`config.mk`:
```
export PLATFORM = sky130hd
export DESIGN_NAME = rsa_private_exponent_derivation
export DESIGN_NICKNAME = d
export VERILOG_FILES = /design/src/sv/rsa_ped_pkg.sv /design/src/sv/rsa_ped_divider.sv /design/src/sv/rsa_private_exponent_derivation.sv
export SDC_FILE = /design/constraint.sdc
export NUM_CORES = 2
export LEC_CHECK = 0
export BUFFER_PORTS_ARGS = -buffer_cell sky130_fd_sc_hd__buf_2
export CORE_UTILIZATION = 34
export CTS_BUF_LIST = sky130_fd_sc_hd__clkbuf_8
export DETAILED_ROUTE_END_ITERATION = 10
export PLACE_DENSITY_LB_ADDON = 0.25
export SYNTH_ARGS = -nofsm -noshare
export SYNTH_HDL_FRONTEND = slang
export SYNTH_SLANG_ARGS = --single-unit
```
`constraint.sdc`:
```
create_clock -name aclk -period 12.5 [get_ports aclk]
set_clock_uncertainty 0.05 [all_clocks]
set_input_delay 0 -clock aclk [delete_from_list [all_inputs] [get_ports aclk]]
set_output_delay 0 -clock aclk [all_outputs]
set_load 0.02 [all_outputs]
```
`src/sv/rsa_ped_pkg.sv`:
```
// Shared constants and types for the RSA private exponent derivation block.
package rsa_ped_pkg;

    localparam int PRIME_WIDTH = 16;
    localparam int WORD_WIDTH  = 32;
    localparam int CNT_WIDTH   = $clog2(WORD_WIDTH);

    localparam logic [WORD_WIDTH-1:0] EXP_MIN = 32'd3;

    typedef logic [WORD_WIDTH-1:0] word_t;
    typedef logic [1:0] status_t;

    localparam status_t ST_OK          = 2'd0;
    localparam status_t ST_PRIME_LOW   = 2'd1;
    localparam status_t ST_EXP_RANGE   = 2'd2;
    localparam status_t ST_NOT_COPRIME = 2'd3;

    typedef struct packed {
        logic  done;
        word_t quotient;
        word_t remainder;
    } div_rsp_t;

endpackage

```
`src/sv/rsa_ped_divider.sv`:
```
// Restoring radix-2 divider: one quotient bit per cycle.
module rsa_ped_divider
    import rsa_ped_pkg::*;
(
    input  logic     aclk,
    input  logic     aresetn,
    input  logic     start,
    input  word_t    dividend,
    input  word_t    divisor,
    output div_rsp_t rsp
);

    logic                 busy_reg, busy_next;
    logic                 done_reg, done_next;
    logic [CNT_WIDTH-1:0] cnt_reg, cnt_next;
    word_t                quo_reg, quo_next;
    word_t                rem_reg, rem_next;
    word_t                div_reg, div_next;
    logic [WORD_WIDTH:0]  rem_shift;
    logic [WORD_WIDTH:0]  rem_sub;
    logic                 fits;

    always_comb begin
        rem_shift = {rem_reg, quo_reg[WORD_WIDTH-1]};
        fits      = rem_shift >= {1'b0, div_reg};
        rem_sub   = rem_shift - {1'b0, div_reg};
        busy_next = busy_reg;
        done_next = 1'b0;
        cnt_next  = cnt_reg;
        quo_next  = quo_reg;
        rem_next  = rem_reg;
        div_next  = div_reg;
        if (start) begin
            busy_next = 1'b1;
            cnt_next  = '0;
            quo_next  = dividend;
            rem_next  = '0;
            div_next  = divisor;
        end else if (busy_reg) begin
            quo_next = {quo_reg[WORD_WIDTH-2:0], fits};
            rem_next = fits ? rem_sub[WORD_WIDTH-1:0] : rem_shift[WORD_WIDTH-1:0];
            cnt_next = cnt_reg + 1'b1;
            if (cnt_reg == CNT_WIDTH'(WORD_WIDTH - 1)) begin
                busy_next = 1'b0;
                done_next = 1'b1;
            end
        end
    end

    always_ff @(posedge aclk) begin
        if (!aresetn) begin
            busy_reg <= 1'b0;
            done_reg <= 1'b0;
            cnt_reg  <= '0;
        end else begin
            busy_reg <= busy_next;
            done_reg <= done_next;
            cnt_reg  <= cnt_next;
        end
        quo_reg <= quo_next;
        rem_reg <= rem_next;
        div_reg <= div_next;
    end

    assign rsp.done      = done_reg;
    assign rsp.quotient  = quo_reg;
    assign rsp.remainder = rem_reg;

endmodule

```
`src/sv/rsa_private_exponent_derivation.sv`:
```
// RSA key derivation: modulus, Carmichael lambda and private exponent via extended Euclid.
// One transaction at a time: s_ready is high only while idle. Every quotient and
// remainder comes from one shared restoring divider, and products from one
// registered 32x32 multiplier. How long a transaction takes from acceptance to the
// result depends on the data-dependent numbers of gcd and Euclid steps.
module rsa_private_exponent_derivation
    import rsa_ped_pkg::*;
(
    input  logic                  aclk,
    input  logic                  aresetn,
    input  logic                  s_valid,
    output logic                  s_ready,
    input  logic [31:0]           s_public_exponent,
    input  logic [15:0]           s_prime_one,
    input  logic [15:0]           s_prime_two,
    output logic                  m_valid,
    input  logic                  m_ready,
    output logic [31:0]           m_modulus,
    output logic [31:0]           m_carmichael_lambda,
    output logic [31:0]           m_private_exponent,
    output logic [1:0]            m_status
);

    localparam logic [4:0] S_IDLE  = 5'd0;
    localparam logic [4:0] S_MULN  = 5'd1;
    localparam logic [4:0] S_CHK   = 5'd2;
    localparam logic [4:0] S_GCD_T = 5'd3;
    localparam logic [4:0] S_GCD_S = 5'd4;
    localparam logic [4:0] S_GCD_W = 5'd5;
    localparam logic [4:0] S_LAM_S = 5'd6;
    localparam logic [4:0] S_LAM_W = 5'd7;
    localparam logic [4:0] S_LAM_M = 5'd8;
    localparam logic [4:0] S_LAM_C = 5'd9;
    localparam logic [4:0] S_INV_S = 5'd10;
    localparam logic [4:0] S_INV_W = 5'd11;
    localparam logic [4:0] S_EUC_T = 5'd12;
    localparam logic [4:0] S_EUC_S = 5'd13;
    localparam logic [4:0] S_EUC_W = 5'd14;
    localparam logic [4:0] S_EUC_M = 5'd15;
    localparam logic [4:0] S_EUC_A = 5'd16;
    localparam logic [4:0] S_FIN   = 5'd17;
    localparam logic [4:0] S_OUT   = 5'd18;

    logic [4:0]             state_reg, state_next;
    word_t                  e_reg, e_next;
    logic [PRIME_WIDTH-1:0] p_reg, p_next;
    logic [PRIME_WIDTH-1:0] q_reg, q_next;
    word_t                  n_reg, n_next;
    word_t                  lam_reg, lam_next;
    word_t                  a_reg, a_next;
    word_t                  b_reg, b_next;
    word_t                  qt_reg, qt_next;
    word_t                  t0_reg, t0_next;
    word_t                  t1_reg, t1_next;
    logic                   neg0_reg, neg0_next;
    logic                   neg1_reg, neg1_next;
    word_t                  d_reg, d_next;
    status_t                st_reg, st_next;
    word_t                  mul_reg;

    word_t                  mul_a, mul_b;
    word_t                  mul_full;
    word_t                  pm1, qm1, t0_red;
    logic                   div_start;
    word_t                  div_dividend, div_divisor;
    div_rsp_t               div_rsp;

    rsa_ped_divider u_div (
        .aclk     (aclk),
        .aresetn  (aresetn),
        .start    (div_start),
        .dividend (div_dividend),
        .divisor  (div_divisor),
        .rsp      (div_rsp)
    );

    // only the low word is ever needed
    assign mul_full = mul_a * mul_b;
    assign pm1      = WORD_WIDTH'(p_reg) - 1'b1;
    assign qm1      = WORD_WIDTH'(q_reg) - 1'b1;
    assign t0_red   = (t0_reg >= lam_reg) ? t0_reg - lam_reg : t0_reg;

    always_comb begin
        state_next   = state_reg;
        e_next       = e_reg;
        p_next       = p_reg;
        q_next       = q_reg;
        n_next       = n_reg;
        lam_next     = lam_reg;
        a_next       = a_reg;
        b_next       = b_reg;
        qt_next      = qt_reg;
        t0_next      = t0_reg;
        t1_next      = t1_reg;
        neg0_next    = neg0_reg;
        neg1_next    = neg1_reg;
        d_next       = d_reg;
        st_next      = st_reg;
        mul_a        = qt_reg;
        mul_b        = t1_reg;
        div_start    = 1'b0;
        div_dividend = a_reg;
        div_divisor  = b_reg;
        case (state_reg)
            S_IDLE: begin
                if (s_valid) begin
                    e_next     = s_public_exponent;
                    p_next     = s_prime_one[PRIME_WIDTH-1:0];
                    q_next     = s_prime_two[PRIME_WIDTH-1:0];
                    state_next = S_MULN;
                end
            end
            S_MULN: begin
                mul_a      = WORD_WIDTH'(p_reg);
                mul_b      = WORD_WIDTH'(q_reg);
                state_next = S_CHK;
            end
            S_CHK: begin
                n_next = mul_reg;
                if (p_reg < PRIME_WIDTH'(2) || q_reg < PRIME_WIDTH'(2)) begin
                    st_next    = ST_PRIME_LOW;
                    lam_next   = '0;
                    d_next     = '0;
                    state_next = S_OUT;
                end else begin
                    a_next     = pm1;
                    b_next     = qm1;
                    state_next = S_GCD_T;
                end
            end
            S_GCD_T: begin
                state_next = (b_reg == '0) ? S_LAM_S : S_GCD_S;
            end
            S_GCD_S: begin
                div_start  = 1'b1;
                state_next = S_GCD_W;
            end
            S_GCD_W: begin
                if (div_rsp.done) begin
                    a_next     = b_reg;
                    b_next     = div_rsp.remainder;
                    state_next = S_GCD_T;
                end
            end
            S_LAM_S: begin
                // a_reg holds gcd(p-1, q-1)
                div_start    = 1'b1;
                div_dividend = pm1;
                div_divisor  = a_reg;
                state_next   = S_LAM_W;
            end
            S_LAM_W: begin
                if (div_rsp.done) begin
                    qt_next    = div_rsp.quotient;
                    state_next = S_LAM_M;
                end
            end
            S_LAM_M: begin
                mul_a      = qt_reg;
                mul_b      = qm1;
                state_next = S_LAM_C;
            end
            S_LAM_C: begin
                lam_next = mul_reg;
                // n >= 4 here, so e > n-1 is e >= n
                if (e_reg < EXP_MIN || e_reg >= n_reg) begin
                    st_next    = ST_EXP_RANGE;
                    d_next     = '0;
                    state_next = S_OUT;
                end else begin
                    state_next = S_INV_S;
                end
            end
            S_INV_S: begin
                div_start    = 1'b1;
                div_dividend = e_reg;
                div_divisor  = lam_reg;
                state_next   = S_INV_W;
            end
            S_INV_W: begin
                if (div_rsp.done) begin
                    a_next     = lam_reg;
                    b_next     = div_rsp.remainder;
                    t0_next    = '0;
                    t1_next    = WORD_WIDTH'(1);
                    neg0_next  = 1'b0;
                    neg1_next  = 1'b0;
                    state_next = S_EUC_T;
                end
            end
            S_EUC_T: begin
                state_next = (b_reg == '0) ? S_FIN : S_EUC_S;
            end
            S_EUC_S: begin
                div_start  = 1'b1;
                state_next = S_EUC_W;
            end
            S_EUC_W: begin
                if (div_rsp.done) begin
                    qt_next    = div_rsp.quotient;
                    a_next     = b_reg;
                    b_next     = div_rsp.remainder;
                    state_next = S_EUC_M;
                end
            end
            S_EUC_M: begin
                state_next = S_EUC_A;
            end
            S_EUC_A: begin
                // coefficient signs alternate, so magnitudes add
                t0_next    = t1_reg;
                t1_next    = t0_reg + mul_reg;
                neg0_next  = neg1_reg;
                neg1_next  = !neg1_reg;
                state_next = S_EUC_T;
            end
            S_FIN: begin
                if (a_reg != WORD_WIDTH'(1)) begin
                    st_next = ST_NOT_COPRIME;
                    d_next  = '0;
                end else begin
                    st_next = ST_OK;
                    d_next  = (neg0_reg && t0_red != '0) ? lam_reg - t0_red : t0_red;
                end
                state_next = S_OUT;
            end
            S_OUT: begin
                if (m_ready) begin
                    state_next = S_IDLE;
                end
            end
            default: begin
                state_next = S_IDLE;
            end
        endcase
    end

    always_ff @(posedge aclk) begin
        if (!aresetn) begin
            state_reg <= S_IDLE;
        end else begin
            state_reg <= state_next;
        end
        e_reg    <= e_next;
        p_reg    <= p_next;
        q_reg    <= q_next;
        n_reg    <= n_next;
        lam_reg  <= lam_next;
        a_reg    <= a_next;
        b_reg    <= b_next;
        qt_reg   <= qt_next;
        t0_reg   <= t0_next;
        t1_reg   <= t1_next;
        neg0_reg <= neg0_next;
        neg1_reg <= neg1_next;
        d_reg    <= d_next;
        st_reg   <= st_next;
        mul_reg  <= mul_full;
    end

    assign s_ready             = (state_reg == S_IDLE);
    assign m_valid             = (state_reg == S_OUT);
    assign m_modulus           = n_reg;
    assign m_carmichael_lambda = lam_reg;
    assign m_private_exponent  = d_reg;
    assign m_status            = st_reg;

endmodule

```
==> metrics.cfg <==
[outcome]
status = finished clean

[drt]
ant_nets = 0
firstDrtPassIters = 6
wirelength_um = 163500
viasPerCell = 5.506
drt-wirelength-per-cell_um = 25.74
vias = 34960
drt_iter0_markers = 3645
drc = 0

[critical_path]
crit_path_frequent_cell = fa_1
rrSetupSlack_ns = 1.74
cp_max_fo = 37
crit_type = flop to flop
cp_slowest_cell = or3_1
required_ns = 13.10
worst_ep_arrival_time_ns = 11.36
worst_setup_path_end_kind = flop
cp_slowest_stage_delay_ns = 0.76
start_kind = flop

[layout]
multi_input_area_mm2 = 0.02639
syn_to_final_growth_pct = 13.67
fin_nets = 5416
drive_above_1_share_pct = 9.320
regArea_mm2 = 0.01317
filler_cell_count = 12240
final_design_area_no_fill_mm2 = 0.04804

[global_routing]
grt_pass1_wl_um = 236900
gr-total-overflow = 0
grt_max_degree = 70
grt_antenna_before_repair = 13
grt.total_usage_pct = 25.86
grt_pass1_vias = 34610

[placement]
port_buffers = 167
post-dp-hpwl_um = 127000
dpl_cell_area_mm2 = 0.04509
gp_congestion = 0.9626

[timing]
setup_viol = 0
fin_crit_sh_pct = 86.07
grt_setup_unrepaired = no
tns_ns = 0
finalHoldViolCount = 0
fin_crit_ns = 10.76
max_slew.worst_pin.slew_ns = 1.309
max_slew_margin_pct = 12.40
max_freq_mhz = 92.95
slew_viol_final = 0

[yosys]
yosys_warnings = 0
ys_seq_area_share_pct = 31.17
syn_area_mm2 = 0.04227
ys_ff_latch = 464
synth_fp_nets = 5161
synth_flop_cell = edfxtp_1
async_flop_share_pct = 0
synth_edf_count = 388
synth_cells = 4396
synth.avg_cell_area_um2 = 9.615
synth_cell_type_count = 90

[clock_tree]
clk_transition_reported_paths_ns = 0.07
cts_buffers = 83
cts_max_path_buffers = 3
h-tree-depth = 3
cts_tree = done
clock_sinks = 464
insertion_delay_ns = 0.81
root_buffer = clkbuf_8

[floorplanning]
dieHeight_um = 354.6
rows = 128
start_util_pct = 34.50
die_w_um = 354.6
die_area_mm2 = 0.1257
ioPinCount = 168
core_area_mm2 = 0.1225

[run]
cap_violations = 0

[min_path]
hold_path.class = primary input to flop

## area by class of cell
class	instances	share of cell area, %
diodes	3	0.01563
clock buffers	93	2.664
well taps	1625	4.232
inverters	577	4.508
clock inverters	62	0.7214
flip-flops and latches	464	27.42
repair buffers	364	5.505
multi-input cells	3161	54.93
## worst max-delay path: cells and delay by family (launching register included)
family / cells / cell delay, ns
compound gates: 11 / 3.60
xor+xnor: 1 / 0.14
fa+ha+maj: 9 / 3.82
buf+inv: 5 / 0.71
flops: 1 / 0.70
simple gates: 4 / 1.56
## kinds of logic after synthesis
family          Yosys count  share of synthesized area (%)
buf+inv                 771                          6.903
mux                      63                          1.542
xor+xnor                203                          4.272
fa+ha+maj               697                          27.95
simple gates           1398                          15.08
flops                   464                          31.17
compound gates          800                          13.09
## path summary, 6_finish.rpt
kind / startpoint / endpoint / depth (start not counted)
setup reg to reg: state_reg[3] / mul_reg[28] / 30
hold reg to reg: u_div.quo_reg[5] / qt_reg[5] / 0
hold / removal: s_valid / q_reg[14] / 2
setup / recovery: state_reg[3] / mul_reg[28] / 30
## layout by cell type, fill, tap and decap left out, types with 14 or more instances in the layout
cell type / instances
a211oi_1: 45
or3_1: 19
a221oi_1: 23
clkbuf_8: 93
and3_1: 52
buf_4: 65
dlygate4sd3_1: 132
xnor2_1: 150
a21o_1: 95
nor2b_1: 32
and2_1: 67
a22oi_1: 36
nand2b_1: 27
ha_1: 285
xor2_1: 51
nand4_1: 29
o21a_1: 22
mux2i_1: 40
a31oi_1: 29
inv_1: 604
nand2_1: 434
o211ai_1: 17
buf_2: 167
o21bai_1: 21
edfxtp_1: 388
nand3_1: 84
dfxtp_1: 75
nor2_1: 437
a21oi_1: 201
fa_1: 412
a221o_1: 60
o21ai_0: 129
clkinv_2: 14
nor3_1: 100
nor4_1: 44
## per-layer routing
metal	part of all wire (%)	GRT usage, %	vias up	wire, um
li1	-	-	15570	-
met5	0.029	0	-	48
met2	45	40.33	1600	72800
met4	4.9	11.17	8	8053
met3	9.1	5.717	347	14870
met1	41	34.42	17430	67680
## cell usage after synthesis (all sizes together) (6+ instances only)
| cell type | count | area share [%] |
|---|---|---|
| a211oi | 46 | 0.83 |
| fa | 412 | 20 |
| a22oi | 36 | 0.64 |
| o21bai | 21 | 0.37 |
| nor4 | 44 | 0.65 |
| a221oi | 27 | 0.57 |
| or3 | 19 | 0.28 |
| clkbuf | 174 | 1.5 |
| or4 | 11 | 0.21 |
| a31oi | 31 | 0.46 |
| a31o | 16 | 0.33 |
| nand3 | 85 | 1.0 |
| xor2 | 51 | 1.1 |
| a2111oi | 7 | 0.20 |
| o211ai | 17 | 0.30 |
| nand3b | 7 | 0.12 |
| nor2 | 446 | 4.0 |
| a221o | 60 | 1.4 |
| buf | 20 | 0.23 |
| edfxtp | 388 | 28 |
| nand4 | 29 | 0.43 |
| a21o | 95 | 1.7 |
| inv | 576 | 5.1 |
| a311oi | 6 | 0.12 |
| nor3b | 7 | 0.12 |
| o21ai | 132 | 1.6 |
| o21a | 22 | 0.39 |
| nor2b | 34 | 0.50 |
| o31ai | 22 | 0.50 |
| mux2 | 14 | 0.38 |
| or2 | 17 | 0.25 |
| dfxtp | 76 | 3.6 |
| mux2i | 49 | 1.2 |
| nand2 | 435 | 3.9 |
| nor3 | 106 | 1.3 |
| xnor2 | 150 | 3.1 |
| ha | 285 | 8.4 |
| nand2b | 27 | 0.40 |
| and2 | 67 | 0.99 |
| a21oi | 202 | 2.4 |
| and3 | 53 | 0.78 |
## stage by stage
stage | util [%] | instances | setup WS (ns) | hold WS [ns]
2_1_floorplan | - | 4396 | 3.357 | 0.04887
3_3_place_gp | 36.80 | 6059 | 2.031 | 0.1277
3_5_place_dp | 36.80 | 6059 | 1.947 | 0.1281
4_1_cts | 39.21 | 6346 | 1.878 | 0.07284
5_1_grt | 39.21 | 6347 | 1.136 | 0.1191
6_report | 39.21 | 6349 | 1.741 | 0.1294
## what timing repair did
item	CTS	global route
hold buffers	132	0
gates resized for setup	0	0
buffers inserted	0	0
hold endpoints to repair	76	0
Power is left out: the tool's default activity adds up to more than one toggle a clock period on the data nets, which glitch-free logic cannot reach.
